[src/hw/rtl/vfd_pkg.sv]
// Shared types, constants and decode tables of the four-tube display scan driver.
// No dependencies; vfd_bcd_split, vfd_display, the top level and the testbench import this package.
package vfd_pkg;

  localparam int NUM_TUBES = 4;
  localparam int TUBE_W    = 2;
  localparam int DIGITS    = 4;

  localparam logic [7:0] SPACE_CODE  = 8'h20;
  localparam logic [4:0] BLANK_INDEX = 5'd31;

  localparam logic [7:0] CH_ZERO   = 8'h30;
  localparam logic [7:0] CH_NINE   = 8'h39;
  localparam logic [7:0] CH_UPPER_A = 8'h41;
  localparam logic [7:0] CH_UPPER_Z = 8'h5A;
  localparam logic [7:0] CH_LOWER_A = 8'h61;
  localparam logic [7:0] CH_LOWER_Z = 8'h7A;
  localparam logic [7:0] CH_CASE_OFS = 8'h20;
  localparam logic [7:0] CH_DASH   = 8'h2D;
  localparam logic [7:0] CH_LESS   = 8'h3C;
  localparam logic [7:0] CH_GREATER = 8'h3E;
  localparam logic [7:0] RAW_MAX   = 8'd9;

  localparam logic [4:0] IDX_DASH    = 5'd29;
  localparam logic [4:0] IDX_LESS    = 5'd26;
  localparam logic [4:0] IDX_GREATER = 5'd30;

  localparam logic [16:0] TEN_THOUSAND = 17'd10000;
  localparam logic [16:0] THOUSAND     = 17'd1000;
  localparam logic [16:0] HUNDRED      = 17'd100;
  localparam logic [16:0] TEN          = 17'd10;

  typedef enum logic [2:0] {
    OP_TICK   = 3'd0,
    OP_CHAR   = 3'd1,
    OP_NUMBER = 3'd2,
    OP_DOT    = 3'd3,
    OP_LEDS   = 3'd4,
    OP_CLEAR  = 3'd5
  } op_t;

  typedef struct packed {
    op_t         op;
    logic [1:0]  position;
    logic [7:0]  char_code;
    logic        left_justify;
    logic        flag;
    logic        lt10;
    logic        lt100;
    logic        lt1000;
  } cmd_t;

  typedef struct packed {
    logic [3:0] d3;
    logic [3:0] d2;
    logic [3:0] d1;
    logic [3:0] d0;
  } digits_t;

  typedef struct packed {
    logic [6:0]        segments;
    logic              dot;
    logic              led;
    logic [TUBE_W-1:0] tube;
  } res_t;

  localparam logic [6:0] SEG_TABLE [32] = '{
    7'h7E, 7'h30, 7'h6D, 7'h79, 7'h33, 7'h5B, 7'h5F, 7'h70,
    7'h7F, 7'h7B, 7'h77, 7'h1F, 7'h4E, 7'h3D, 7'h4F, 7'h47,
    7'h37, 7'h3C, 7'h0E, 7'h54, 7'h15, 7'h67, 7'h73, 7'h05,
    7'h0F, 7'h3E, 7'h1C, 7'h2A, 7'h3B, 7'h01, 7'h62, 7'h00
  };

  // pattern index for letters a..z
  localparam logic [4:0] LETTER_INDEX [26] = '{
    5'd10, 5'd11, 5'd12, 5'd13, 5'd14, 5'd15, 5'd9,  5'd16, 5'd1,
    5'd17, 5'd16, 5'd18, 5'd19, 5'd20, 5'd0,  5'd21, 5'd22, 5'd23,
    5'd5,  5'd24, 5'd25, 5'd26, 5'd27, 5'd16, 5'd28, 5'd2
  };

  function automatic logic [4:0] decode_index(logic [7:0] c);
    logic [7:0] lc;
    logic [4:0] idx;
    lc  = c;
    idx = BLANK_INDEX;
    if (c >= CH_UPPER_A && c <= CH_UPPER_Z) lc = c + CH_CASE_OFS;
    priority if (c <= RAW_MAX) idx = c[4:0];
    else if (c >= CH_ZERO && c <= CH_NINE) idx = 5'(c - CH_ZERO);
    else if (lc >= CH_LOWER_A && lc <= CH_LOWER_Z) idx = LETTER_INDEX[5'(lc - CH_LOWER_A)];
    else if (c == CH_DASH) idx = IDX_DASH;
    else if (c == CH_LESS) idx = IDX_LESS;
    else if (c == CH_GREATER) idx = IDX_GREATER;
    else idx = BLANK_INDEX;
    return idx;
  endfunction

  // leading decimal digit of value in units of unit (value < 10 * unit);
  // unit is a constant at every call, so the compares run in parallel
  function automatic logic [3:0] dec_digit(logic [16:0] value, logic [16:0] unit);
    logic [3:0] d;
    d = '0;
    for (int k = 1; k <= 9; k++) begin
      if ({4'b0, value} >= 21'(k) * {4'b0, unit}) d = 4'(k);
    end
    return d;
  endfunction

endpackage

[src/hw/rtl/vfd_if.sv]
// Valid/ready channel interfaces of the display scan driver: command input and scan result.
// Standalone; widths follow the package field definitions.
interface vfd_in_if;
  logic        valid;
  logic        ready;
  logic [2:0]  op;
  logic [1:0]  position;
  logic [7:0]  char_code;
  logic [15:0] number;
  logic        left_justify;
  logic        flag;

  modport source (output valid, op, position, char_code, number, left_justify, flag,
                  input ready);
  modport sink (input valid, op, position, char_code, number, left_justify, flag,
                output ready);
endinterface

interface vfd_out_if;
  logic       valid;
  logic       ready;
  logic [6:0] segments;
  logic       dot_out;
  logic       led_out;
  logic [1:0] tube;

  modport source (output valid, segments, dot_out, led_out, tube, input ready);
  modport sink (input valid, segments, dot_out, led_out, tube, output ready);
endinterface

[src/hw/rtl/vfd_bcd_split.sv]
// Four-stage decimal digit extraction pipeline; every command flows through it in order.
// Depends on vfd_pkg (cmd_t, digits_t, dec_digit).
module vfd_bcd_split
  import vfd_pkg::*;
(
  input  logic        clk,
  input  logic        rst_n,
  input  logic        adv,
  input  logic        in_valid,
  input  cmd_t        in_cmd,
  input  logic [15:0] in_number,
  output logic        out_valid,
  output cmd_t        out_cmd,
  output digits_t     out_digits
);

  logic        s1_valid_r, s2_valid_r, s3_valid_r, s4_valid_r;
  cmd_t        s1_cmd_r, s2_cmd_r, s3_cmd_r, s4_cmd_r;
  logic [13:0] s1_rem_r;
  logic [9:0]  s2_rem_r;
  logic [6:0]  s3_rem_r;
  logic [3:0]  s2_d3_r, s3_d3_r, s3_d2_r;
  digits_t     s4_dig_r;

  logic [3:0]  d4, d3, d2, d1;
  logic [16:0] rem1, rem2, rem3, rem4;
  cmd_t        s1_cmd_nxt;

  always_comb begin
    s1_cmd_nxt        = in_cmd;
    s1_cmd_nxt.lt10   = in_number < 16'd10;
    s1_cmd_nxt.lt100  = in_number < 16'd100;
    s1_cmd_nxt.lt1000 = in_number < 16'd1000;
    d4   = dec_digit({1'b0, in_number}, TEN_THOUSAND);
    rem1 = {1'b0, in_number} - 17'(17'(d4) * TEN_THOUSAND);
    d3   = dec_digit(17'(s1_rem_r), THOUSAND);
    rem2 = 17'(s1_rem_r) - 17'(17'(d3) * THOUSAND);
    d2   = dec_digit(17'(s2_rem_r), HUNDRED);
    rem3 = 17'(s2_rem_r) - 17'(17'(d2) * HUNDRED);
    d1   = dec_digit(17'(s3_rem_r), TEN);
    rem4 = 17'(s3_rem_r) - 17'(17'(d1) * TEN);
  end

  always_ff @(posedge clk) begin
    if (!rst_n) begin
      s1_valid_r <= 1'b0;
      s2_valid_r <= 1'b0;
      s3_valid_r <= 1'b0;
      s4_valid_r <= 1'b0;
    end else if (adv) begin
      s1_valid_r <= in_valid;
      s2_valid_r <= s1_valid_r;
      s3_valid_r <= s2_valid_r;
      s4_valid_r <= s3_valid_r;
    end
  end

  always_ff @(posedge clk) begin
    if (adv) begin
      s1_cmd_r    <= s1_cmd_nxt;
      s1_rem_r    <= rem1[13:0];
      s2_cmd_r    <= s1_cmd_r;
      s2_d3_r     <= d3;
      s2_rem_r    <= rem2[9:0];
      s3_cmd_r    <= s2_cmd_r;
      s3_d3_r     <= s2_d3_r;
      s3_d2_r     <= d2;
      s3_rem_r    <= rem3[6:0];
      s4_cmd_r    <= s3_cmd_r;
      s4_dig_r.d3 <= s3_d3_r;
      s4_dig_r.d2 <= s3_d2_r;
      s4_dig_r.d1 <= d1;
      s4_dig_r.d0 <= rem4[3:0];
    end
  end

  assign out_valid  = s4_valid_r;
  assign out_cmd    = s4_cmd_r;
  assign out_digits = s4_dig_r;

endmodule

[src/hw/rtl/vfd_display.sv]
// Character, dot and LED stores, scan index, segment decode and result register.
// Depends on vfd_pkg (cmd_t, digits_t, res_t, decode tables).
module vfd_display
  import vfd_pkg::*;
(
  input  logic    clk,
  input  logic    rst_n,
  input  logic    adv,
  input  logic    cmd_valid,
  input  cmd_t    cmd,
  input  digits_t digits,
  output logic    res_valid,
  output res_t    res
);

  logic [7:0]           char_r   [NUM_TUBES];
  logic [7:0]           char_nxt [NUM_TUBES];
  logic [NUM_TUBES-1:0] dot_r, dot_nxt;
  logic [NUM_TUBES-1:0] led_r, led_nxt;
  logic [TUBE_W-1:0]    scan_r, scan_nxt;
  logic                 out_valid_r, out_valid_nxt;
  res_t                 res_r, res_nxt;

  logic                 apply;
  logic                 is_tick;
  logic [7:0]           nc [DIGITS];
  logic [7:0]           c3, c2, c1, c0;

  assign apply   = adv && cmd_valid;
  assign is_tick = cmd.op == OP_TICK;

  always_comb begin
    c3 = {4'b0, digits.d3};
    c2 = {4'b0, digits.d2};
    c1 = {4'b0, digits.d1};
    c0 = {4'b0, digits.d0};
    if (!cmd.left_justify) begin
      nc[0] = cmd.lt1000 ? SPACE_CODE : c3;
      nc[1] = cmd.lt100 ? SPACE_CODE : c2;
      nc[2] = cmd.lt10 ? SPACE_CODE : c1;
      nc[3] = c0;
    end else begin
      priority if (!cmd.lt1000) begin
        nc[0] = c3; nc[1] = c2; nc[2] = c1; nc[3] = c0;
      end else if (!cmd.lt100) begin
        nc[0] = c2; nc[1] = c1; nc[2] = c0; nc[3] = SPACE_CODE;
      end else if (!cmd.lt10) begin
        nc[0] = c1; nc[1] = c0; nc[2] = SPACE_CODE; nc[3] = SPACE_CODE;
      end else begin
        nc[0] = c0; nc[1] = SPACE_CODE; nc[2] = SPACE_CODE; nc[3] = SPACE_CODE;
      end
    end
  end

  always_comb begin
    char_nxt = char_r;
    dot_nxt  = dot_r;
    led_nxt  = led_r;
    scan_nxt = scan_r;
    if (apply) begin
      unique case (cmd.op)
        OP_TICK: begin
          scan_nxt = (scan_r == TUBE_W'(NUM_TUBES - 1)) ? '0 : scan_r + 1'b1;
        end
        OP_CHAR: begin
          if (32'(cmd.position) < NUM_TUBES) char_nxt[cmd.position] = cmd.char_code;
        end
        OP_NUMBER: begin
          dot_nxt = '0;
          for (int i = 0; i < NUM_TUBES; i++) begin
            char_nxt[i] = (i < DIGITS) ? nc[i] : SPACE_CODE;
          end
        end
        OP_DOT: begin
          if (32'(cmd.position) < NUM_TUBES) dot_nxt[cmd.position] = cmd.flag;
        end
        OP_LEDS: begin
          led_nxt = {NUM_TUBES{cmd.flag}};
        end
        OP_CLEAR: begin
          dot_nxt = '0;
          led_nxt = '0;
          for (int i = 0; i < NUM_TUBES; i++) char_nxt[i] = SPACE_CODE;
        end
        default: begin
        end
      endcase
    end
  end

  always_comb begin
    res_nxt.segments = SEG_TABLE[decode_index(char_r[scan_nxt])];
    res_nxt.dot      = dot_r[scan_nxt];
    res_nxt.led      = led_r[scan_nxt];
    res_nxt.tube     = scan_nxt;
    out_valid_nxt    = adv ? (apply && is_tick) : out_valid_r;
  end

  always_ff @(posedge clk) begin
    if (!rst_n) begin
      for (int i = 0; i < NUM_TUBES; i++) char_r[i] <= SPACE_CODE;
      dot_r       <= '0;
      led_r       <= '0;
      scan_r      <= '0;
      out_valid_r <= 1'b0;
    end else begin
      char_r      <= char_nxt;
      dot_r       <= dot_nxt;
      led_r       <= led_nxt;
      scan_r      <= scan_nxt;
      out_valid_r <= out_valid_nxt;
    end
  end

  always_ff @(posedge clk) begin
    if (apply && is_tick) res_r <= res_nxt;
  end

  assign res_valid = out_valid_r;
  assign res       = res_r;

`ifndef ASSERT_OFF
  a_tick_gives_result: assert property (@(posedge clk) disable iff (!rst_n)
    apply && is_tick |=> out_valid_r)
    else $error("tick transaction produced no result");

  a_result_tube_matches_scan: assert property (@(posedge clk) disable iff (!rst_n)
    out_valid_r |-> res_r.tube == scan_r)
    else $error("result tube differs from scan index");

  a_stalled_result_holds: assert property (@(posedge clk) disable iff (!rst_n)
    out_valid_r && !adv |=> out_valid_r && $stable(res_r))
    else $error("stalled result changed");

  a_clear_empties_flags: assert property (@(posedge clk) disable iff (!rst_n)
    apply && cmd.op == OP_CLEAR |=> dot_r == '0 && led_r == '0 && char_r[0] == SPACE_CODE)
    else $error("clear left stored state");
`endif

endmodule

[src/hw/rtl/vfd_four_digit_scan_driver.sv]
// Top level of the four-tube multiplexed display scan driver.
// Depends on vfd_pkg, vfd_if, vfd_bcd_split and vfd_display.
//
// Takes one command transaction per clock cycle, every cycle, for as long as the result side
// keeps up. Each command runs through a fixed pipeline: the input register, four decimal digit
// stages (one digit per stage) and the store update, where a tick's result is registered;
// writes update the stores at the same point, so ticks always see every earlier write. A result
// waiting at the output stalls the whole pipeline and the input together.
module vfd_four_digit_scan_driver
  import vfd_pkg::*;
(
  input  logic      clk,
  input  logic      rst_n,
  vfd_in_if.sink    in_chan,
  vfd_out_if.source out_chan
);

  logic        adv;
  logic        r0_valid_r;
  cmd_t        r0_cmd_r, r0_cmd_nxt;
  logic [15:0] r0_num_r;

  logic        s4_valid;
  cmd_t        s4_cmd;
  digits_t     s4_digits;
  logic        res_valid;
  res_t        res;

  assign adv           = !res_valid || out_chan.ready;
  assign in_chan.ready = adv;

  always_comb begin
    r0_cmd_nxt              = '0;
    r0_cmd_nxt.op           = op_t'(in_chan.op);
    r0_cmd_nxt.position     = in_chan.position;
    r0_cmd_nxt.char_code    = in_chan.char_code;
    r0_cmd_nxt.left_justify = in_chan.left_justify;
    r0_cmd_nxt.flag         = in_chan.flag;
  end

  always_ff @(posedge clk) begin
    if (!rst_n) begin
      r0_valid_r <= 1'b0;
    end else if (adv) begin
      r0_valid_r <= in_chan.valid;
    end
  end

  always_ff @(posedge clk) begin
    if (adv && in_chan.valid) begin
      r0_cmd_r <= r0_cmd_nxt;
      r0_num_r <= in_chan.number;
    end
  end

  vfd_bcd_split u_split (
    .clk        (clk),
    .rst_n      (rst_n),
    .adv        (adv),
    .in_valid   (r0_valid_r),
    .in_cmd     (r0_cmd_r),
    .in_number  (r0_num_r),
    .out_valid  (s4_valid),
    .out_cmd    (s4_cmd),
    .out_digits (s4_digits)
  );

  vfd_display u_display (
    .clk       (clk),
    .rst_n     (rst_n),
    .adv       (adv),
    .cmd_valid (s4_valid),
    .cmd       (s4_cmd),
    .digits    (s4_digits),
    .res_valid (res_valid),
    .res       (res)
  );

  assign out_chan.valid    = res_valid;
  assign out_chan.segments = res.segments;
  assign out_chan.dot_out  = res.dot;
  assign out_chan.led_out  = res.led;
  assign out_chan.tube     = res.tube;

endmodule

[src/flat_wrapper.sv]
// flat-port wrapper written by rule: the top's interface ports become plain ports
module vfd_four_digit_scan_driver_flat import vfd_pkg::*;
  (clk, rst_n, in_chan_valid, in_chan_op, in_chan_position, in_chan_char_code, in_chan_number, in_chan_left_justify, in_chan_flag, in_chan_ready, out_chan_valid, out_chan_segments, out_chan_dot_out, out_chan_led_out, out_chan_tube, out_chan_ready);
  vfd_in_if in_chan_i ();
  vfd_out_if out_chan_i ();
  input  logic clk;
  input  logic rst_n;
  input wire logic [$bits(in_chan_i.valid)-1:0] in_chan_valid;
  input wire logic [$bits(in_chan_i.op)-1:0] in_chan_op;
  input wire logic [$bits(in_chan_i.position)-1:0] in_chan_position;
  input wire logic [$bits(in_chan_i.char_code)-1:0] in_chan_char_code;
  input wire logic [$bits(in_chan_i.number)-1:0] in_chan_number;
  input wire logic [$bits(in_chan_i.left_justify)-1:0] in_chan_left_justify;
  input wire logic [$bits(in_chan_i.flag)-1:0] in_chan_flag;
  output wire logic [$bits(in_chan_i.ready)-1:0] in_chan_ready;
  output wire logic [$bits(out_chan_i.valid)-1:0] out_chan_valid;
  output wire logic [$bits(out_chan_i.segments)-1:0] out_chan_segments;
  output wire logic [$bits(out_chan_i.dot_out)-1:0] out_chan_dot_out;
  output wire logic [$bits(out_chan_i.led_out)-1:0] out_chan_led_out;
  output wire logic [$bits(out_chan_i.tube)-1:0] out_chan_tube;
  input wire logic [$bits(out_chan_i.ready)-1:0] out_chan_ready;
  assign in_chan_i.valid = in_chan_valid;
  assign in_chan_i.op = in_chan_op;
  assign in_chan_i.position = in_chan_position;
  assign in_chan_i.char_code = in_chan_char_code;
  assign in_chan_i.number = in_chan_number;
  assign in_chan_i.left_justify = in_chan_left_justify;
  assign in_chan_i.flag = in_chan_flag;
  assign in_chan_ready = in_chan_i.ready;
  assign out_chan_valid = out_chan_i.valid;
  assign out_chan_segments = out_chan_i.segments;
  assign out_chan_dot_out = out_chan_i.dot_out;
  assign out_chan_led_out = out_chan_i.led_out;
  assign out_chan_tube = out_chan_i.tube;
  assign out_chan_i.ready = out_chan_ready;
  vfd_four_digit_scan_driver u_core (.clk(clk), .rst_n(rst_n), .in_chan(in_chan_i), .out_chan(out_chan_i));
endmodule
[config.mk]
export PLATFORM = sky130hd
export DESIGN_NAME = vfd_four_digit_scan_driver_flat
export DESIGN_NICKNAME = d
export VERILOG_FILES = /design/src/hw/rtl/vfd_pkg.sv /design/src/hw/rtl/vfd_if.sv /design/src/hw/rtl/vfd_bcd_split.sv /design/src/hw/rtl/vfd_display.sv /design/src/hw/rtl/vfd_four_digit_scan_driver.sv /design/src/flat_wrapper.sv
export SDC_FILE = /design/constraint.sdc
export NUM_CORES = 1
export LEC_CHECK = 0
export BUFFER_PORTS_ARGS = -buffer_cell sky130_fd_sc_hd__buf_2
export CORE_MARGIN = 4
export CORE_UTILIZATION = 45
export CTS_BUF_LIST = sky130_fd_sc_hd__clkbuf_4
export CTS_CLUSTER_SIZE = 14
export DETAILED_ROUTE_END_ITERATION = 8
export GPL_TIMING_DRIVEN = 1
export PLACE_DENSITY = 0.61
export SYNTH_ARGS = -nofsm -noshare
export SYNTH_HDL_FRONTEND = slang
export SYNTH_SLANG_ARGS = --single-unit
[constraint.sdc]
create_clock -name clk -period 13.8 [get_ports clk]
set_input_delay 0.69 -clock clk [delete_from_list [all_inputs] [get_ports clk]]
set_output_delay 0.69 -clock clk [all_outputs]
set_load 0.02 [all_outputs]
After elaboration in Yosys (flattened, before gate mapping)
Memory sizes are Yosys's and may differ from the RTL's. A register that Yosys moved wholly into a read port is not among the register bits.
Cells that the tools add are included.
Word-level totals
  bits in read-only memories: 384
  flip-flop bits (word level): 214
  output and inout bits: 13
  memories: 2
Memories
  (name not given): words 32, width 7, read ports 1, clocked after Yosys merged registers in 1, wr ports 0, RTL line vfd_display.sv:92  | res_nxt.segments = SEG_TABLE[decode_index(char_r[scan_nxt])];
  (name not given): words 32, width 5, read ports 1, clocked after Yosys merged registers in 0, wr ports 0, RTL line vfd_pkg.sv:89  | else if (lc >= CH_LOWER_A && lc <= CH_LOWER_Z) idx = LETTER_INDEX[5'(lc - CH_LOWER_A)];
Cells by class
  add/subtract/negate cells: 8
  $lt $le $gt $ge: 50
  multipliers: 4
  reductions and logical operators: 18
  muxes and demuxes: 68
  bitwise logic cells: 4
  equal/unequal tests: 9
Operators with widths (count)
  two-way mux 4 bit: 29
  one-hot mux 32 bit (3 select lines): 1
  two-way mux 28 bit: 3
  >= comparator 14 x 13 -> 1 bit (second input constant): 4
  >= comparator 16 bit (second input constant): 3
  >= comparator 10 bit (second input constant): 4
  bitwise mux 32 bit: 1
  >= comparator 16 x 15 -> 1 bit (second input constant): 2
  two-way mux 8 bit: 4
  >= comparator 10 x 9 -> 1 bit (second input constant): 3
  two-way mux 30 bit: 1
  >= comparator 14 x 12 -> 1 bit (second input constant): 2
  two-way mux 5 bit: 5
  equality test 8 x 6 -> 1 bit (second input constant): 3
  >= comparator 7 x 6 -> 1 bit (second input constant): 3
  >= comparator 7 bit (second input constant): 3
  two-way mux 6 bit: 3
  binary-select mux 8 bit (select 2 bit): 1
  demux 8 bit (select 2 bit): 1
  >= comparator 16 x 14 -> 1 bit (second input constant): 1
  >= comparator 8 x 7 -> 1 bit (second input constant): 2
  less-or-equal comparator 8 x 7 -> 1 bit (second input constant): 2
  < comparator 16 x 10 -> 1 bit (second input constant): 1
  < comparator 16 x 4 -> 1 bit (second input constant): 1
  other kinds (49): 78

Longest topological paths before layout
  depth after elaboration: 20
  depth in mapped cells: 24

Cells and area by module
Synthesis repeated with hierarchy kept, for this count alone.
Unflattened totals
  cell total of the unflattened synthesis: 1025
  area, all modules: 11576.1 um^2
By module, submodules not included
  vfd_bcd_split: instances 1, area an instance 6279.8 um^2, cells an instance 450
  vfd_display: instances 1, area an instance 4302.9 um^2, cells an instance 537
  vfd_four_digit_scan_driver: instances 1, area an instance 993.5 um^2, cells an instance 38

Worst setup path after synthesis
No wires, ideal clock.
  path kind: input port to flip-flop
  start point: input out_chan_ready
  end point: register u_core.u_display.res[9] (netlist name)
  data arrival time: 8145 ps
  setup time: 256 ps
  data required time: 13544 ps
  setup slack: 5399 ps
  stages on the path: 17
  path buffers: 1
  cells stage by stage: and2b_4 -> inv_1 -> buf_1 -> a32oi_1 -> a211oi_1 -> mux2i_1 -> nor4_4 -> a22oi_1 -> o32ai_2 -> nor2_1 -> a22oi_1 -> inv_1 -> ha_1 -> inv_1 -> nor2_1 -> a211o_1 -> a22o_1
On the way
  longest elaborated chain between the ends: 19
Ends and longest elaborated chain
  start, declared: RTL line flat_wrapper.sv:21  | input wire logic [$bits(out_chan_i.ready)-1:0] out_chan_ready;
  logical OR 1 bit *: RTL line vfd_four_digit_scan_driver.sv:29  | assign adv = !res_valid || out_chan.ready;
  named net in_chan_ready: RTL line flat_wrapper.sv:15  | output wire logic [$bits(in_chan_i.ready)-1:0] in_chan_ready;
  logical AND 1 bit *: RTL line vfd_display.sv:29  | assign apply = adv && cmd_valid;
  two-way mux 2 bit: RTL line vfd_display.sv:60  | if (apply) begin
  NOT 2 -> 3 bit (not written as such): RTL line vfd_display.sv:92
  binary-select mux 8 bit (select 2 bit): RTL line vfd_display.sv:92
  two-way mux 8 bit (not written as such) (2 in series): RTL line vfd_display.sv:92
  >= comparator 8 x 7 -> 1 bit / less-or-equal comparator 8 x 7 -> 1 bit (equally long branches): RTL line vfd_pkg.sv:86  | if (c >= CH_UPPER_A && c <= CH_UPPER_Z) lc = c + CH_CASE_OFS;
  (+2 left out)
  subtractor 5 x 1 -> 5 bit: RTL line vfd_pkg.sv:89
  NOT 5 -> 6 bit (not written as such): RTL line vfd_pkg.sv:89
  memory read (32 x 5 bit)
  two-way mux 5 bit (not written as such) (2 in series): RTL line vfd_pkg.sv:89
  two-way mux 5 bit: RTL line vfd_pkg.sv:89
  two-way mux 5 bit: RTL line vfd_pkg.sv:88  | else if (c >= CH_ZERO && c <= CH_NINE) idx = 5'(c - CH_ZERO);
  two-way mux 5 bit: RTL line vfd_pkg.sv:87  | priority if (c <= RAW_MAX) idx = c[4:0];
  NOT 5 -> 6 bit (not written as such): RTL line vfd_display.sv:92
The timed path passes the listed nets; every way through them passes the cells marked *. The select of a mux whose other input is x is not followed.
A chain may end at the register's enable or synchronous reset.

Worst setup path after layout
  start point: register u_core.u_display.out_valid_r (netlist: u_core.u_display.res_valid)
  end point: register u_core.u_display.res[9] (netlist name)
On the way
  longest elaborated chain between the ends: 20
Ends and longest elaborated chain
  start, declared: RTL line vfd_display.sv:21  | logic out_valid_r, out_valid_nxt;
  start signal, assigned: RTL line vfd_display.sv:111  | out_valid_r <= out_valid_nxt;
  logical NOT 1 bit *: RTL line vfd_four_digit_scan_driver.sv:29
  logical OR 1 bit *: RTL line vfd_four_digit_scan_driver.sv:29
  logical AND 1 bit *: RTL line vfd_display.sv:29
  two-way mux 2 bit: RTL line vfd_display.sv:60
  NOT 2 -> 3 bit (not written as such): RTL line vfd_display.sv:92
  binary-select mux 8 bit (select 2 bit): RTL line vfd_display.sv:92
  two-way mux 8 bit (not written as such) (2 in series): RTL line vfd_display.sv:92
  >= comparator 8 x 7 -> 1 bit / less-or-equal comparator 8 x 7 -> 1 bit (equally long branches): RTL line vfd_pkg.sv:86
  (+2 left out)
  subtractor 5 x 1 -> 5 bit: RTL line vfd_pkg.sv:89
  NOT 5 -> 6 bit (not written as such): RTL line vfd_pkg.sv:89
  memory read (32 x 5 bit)
  two-way mux 5 bit (not written as such) (2 in series): RTL line vfd_pkg.sv:89
  two-way mux 5 bit: RTL line vfd_pkg.sv:89
  two-way mux 5 bit: RTL line vfd_pkg.sv:88
  two-way mux 5 bit: RTL line vfd_pkg.sv:87
  NOT 5 -> 6 bit (not written as such): RTL line vfd_display.sv:92
Mark *: on every way between the ends. The rest lies on a longest branch, timed or not. The select of a mux whose other input is x is not followed.

==> results.md <==
* Met1 Resource Use GR at 22.4%
* Peak supply drop at 0.135 mV
* Worst setup SP type: flop
* Die area at 28200 sq um
* Starting Density at 45.7%
* Max FO, Critical Path at 82
* Critical path class: reg2reg
* Share of post-route cells with drive strength above 1 at 15.6%
* CTS tree: built
* Syn nets at 1107
* Initial DRC count at 654
* Synthesis-to-finish area growth at 10.1%
* Vias per inst at 5.59
* Outcome: finished, final reports clean
* Largest net degree at the start of global routing at 83
* Chip width at 168 microns
* Placeable Area at 25200 sq um
* Tightest Pin Transition at 1140 ps
* Vias in the first global route at 7700
* Data arrival time of the critical path at 6710 ps
* Reg clk slew, reported paths at 70 ps
* Period minus WS final at 6280 ps
* Setup TNS at 0 ps
* Comb power frac at 36.6%
* Io pins at 48
* First-pass DRT Iterations at 5
* Seq/Total Area, Yosys at 53.0%
* M2 GR Usage at 25.0%
* Setup repair bufs after CTS at 0
* RSZ-0062 raised after global routing: false
* Post-synth EDFFs at 173
* Cell internal pwr at 1.58 mW
* Achievable Freq at 0.159 GHz
* Vias at 8115
* FP Rows at 58
* Fin. max-slew vios at 0
* Port Buffers at 47
* Seq cells post-synth at 218
* Post-synth ARST share at 0%
* Synthesized area at 11500 sq um
* Final setup violation count at 0
* Grt ovf at 0
* Max Buffers Root-to-Sink at 3
* Clk_lat worst skew at 680 ps
* CTS root buf: clkbuf_4
* Filler Cell Count at 2278
* Nets at 1174
* DR WL/cell at 15.9 microns
* Avg Cell Area, Syn at 11.4 sq um
* Gate count of the mapped netlist at 1012
* DRC at 0
* Final Hold Fails at 0
* Slew HR at 23.8%
* Hold crit path type: in2reg
* Top FF cell, synth: edfxtp_1
* Die height at 168 microns
* Design area at 12700 sq um
* Critical Path RT at 14230 ps
* H-tree levels at 2
* Met3 Use GR at 3.45%
* Synth warnings at 0
* Critical Path End Type: flop
* Commonest non-fill, non-tap cell in the layout: edfxtp_1
* CTS buffer count at 57
* Global routing's busiest layer: met2
* Most frequent cells in the layout: edfxtp_1, nor2_1, clkbuf_4
* Static Leakage at 4.84 nW
* Post-CTS sizing at 0
* Distinct cell type count after synthesis at 95
* DRT Wirelength at 23100 microns
* Max Cap Viol at 0
* Initial antenna violation count at 1
* Hold_buf cts at 0
* First-pass GRT wire length at 38200 microns
* Final RePlAce weighted congestion at 0.907
* Fin crit share at 45.5%
* Sw frac at 33.0%
* Worst Reg-to-Reg Cells at 18
* Part of the power in registers at 41.3%
* Clk sinks at 218
* DP Wirelength at 15900 microns
* Routed Antenna Nets at 0
* Clock group share of total power at 22.1%
* Layout Skew at 41.2 ps
* Hold Crit Depth at 1
* Pwr dens at 187 nW/um^2
* Total Routing Usage GR at 16.1%
* Placed Instance Area at 12000 sq um
* Net Switching at 781 uW
[critical path, stage by stage, from the launching register on]
cell and delay (ps):
dfxtp_1 310, and2b_4 230, inv_6 480, nand3_1 680, a32oi_1 420, a32o_1 470, ha_1 380, ha_1 300
inv_1 150, o311a_1 360, a311oi_1 240, o21ai_0 120, a22oi_1 610, inv_1 240, ha_1 360, inv_1 70
nor2_1 260, a21oi_1 120, a22o_1 220
[metrics by stage]
step | total power [mW] | setup slack (ps) | utilization (%) | hold WS [ps] | cells
2_1_floorplan | 1.70 | 5400 | - | 400 | 1012
3_3_place_gp | 1.84 | 7250 | 47.5 | 400 | 1350
3_5_place_dp | 1.86 | 7150 | 47.5 | 405 | 1350
4_1_cts | 2.40 | 7600 | 50.3 | 114 | 1451
5_1_grt | 2.57 | 7050 | 50.3 | 116 | 1452
6_report | 2.36 | 7520 | 50.3 | 189 | 1452
[sequential cells by signal (all words and copies together), names as in the netlist, 2 cells and up]
register                   count
u_core.u_display.char_r       32
u_core.u_split.out_cmd        18
u_core.u_split.s1_cmd_r       18
u_core.u_split.s2_cmd_r       18
u_core.u_split.s3_cmd_r       18
u_core.r0_num_r               16
u_core.u_split.out_digits     16
u_core.r0_cmd_r               15
u_core.u_split.s1_rem_r       14
u_core.u_display.res          11
u_core.u_split.s2_rem_r       10
u_core.u_split.s3_rem_r        7
u_core.u_display.dot_r         4
u_core.u_split.s2_d3_r         4
u_core.u_split.s3_d2_r         4
u_core.u_split.s3_d3_r         4
u_core.u_display.scan_r        2
[Yosys cell counts (5+ instances only)]
master	n	area, sq um
edfxtp_1	173	5190
o31ai_1	9	67.6
inv_2	5	18.8
o21a_1	5	37.5
a31oi_1	7	43.8
nor3_1	14	70.1
a21boi_0	8	60.1
ha_1	50	626
o211ai_1	14	105
or3_1	7	43.8
xnor2_1	22	193
o21ai_1	9	45.0
nand3_1	21	105
nor3b_1	18	135
nand2b_1	10	62.6
a22oi_1	16	120
a221oi_1	24	210
mux2i_1	9	90.1
inv_1	69	259
nor4_1	7	43.8
nor2_1	79	297
nor2b_1	32	200
a32oi_1	9	78.8
a311oi_1	8	70.1
nand2_1	61	229
a211oi_1	8	60.1
or2_2	6	37.5
o22ai_1	6	37.5
a21o_1	13	97.6
xor2_1	9	78.8
fa_1	10	200
and3_1	7	43.8
buf_2	7	35.0
and2_1	6	37.5
dfxtp_1	45	901
o21ai_0	42	210
clkbuf_1	26	97.6
a22o_1	10	87.6
a21oi_1	46	230
[power by group through the flow]
stage	Combinational (mW)	Clock [mW]	Sequential [mW]
4_1_cts	0.880	0.547	0.974
6_report	0.866	0.523	0.976
3_3_place_gp	0.857	0	0.986
3_5_place_dp	0.872	0	0.986
5_1_grt	0.994	0.588	0.989
2_1_floorplan	0.766	0	0.933
[layer usage]
metal	wire length (microns)	up-vias
li1	-	4000
met1	10600	3834
met2	10500	243
met3	1380	38
met4	573	0
met5	0	-
[kinds of logic (layout without fill, tap and decap cells)]
family,Yosys count,count (layout),share of synthesized area (%)
other,0,1,0
buffers and inverters,115,224,4.25
DFF,218,218,53.0
AOI/OAI and AO/OA,285,285,18.7
and+or+nand+nor,291,291,13.3
muxes,11,11,1.08
xor gates and xnor gates,31,31,2.36
adders and majority gates,61,61,7.27
[area by class of cell]
class / count / area [sq um] / area share [%]
antenna: 1 / 2.50 / 0.0198
clock buffer: 79 / 593 / 4.69
clock inverter: 22 / 101 / 0.801
inverter: 74 / 283 / 2.23
multi-input combinational: 679 / 4920 / 38.9
sequential: 218 / 6100 / 48.2
tap: 330 / 413 / 3.26
timing repair buffer: 49 / 250 / 1.98
[final timing paths]
kind                           endpoint                        from  slack (ps)
max             u_core.u_display.res[9]  u_core.u_display.res_valid        7520
min                  u_core.r0_cmd_r[8]        in_chan_char_code[3]         190
max reg2reg     u_core.u_display.res[9]  u_core.u_display.res_valid        7520
min reg2reg  u_core.u_split.s1_cmd_r[7]          u_core.r0_cmd_r[7]         380
Note: power is estimated with default switching activity, not from simulation.
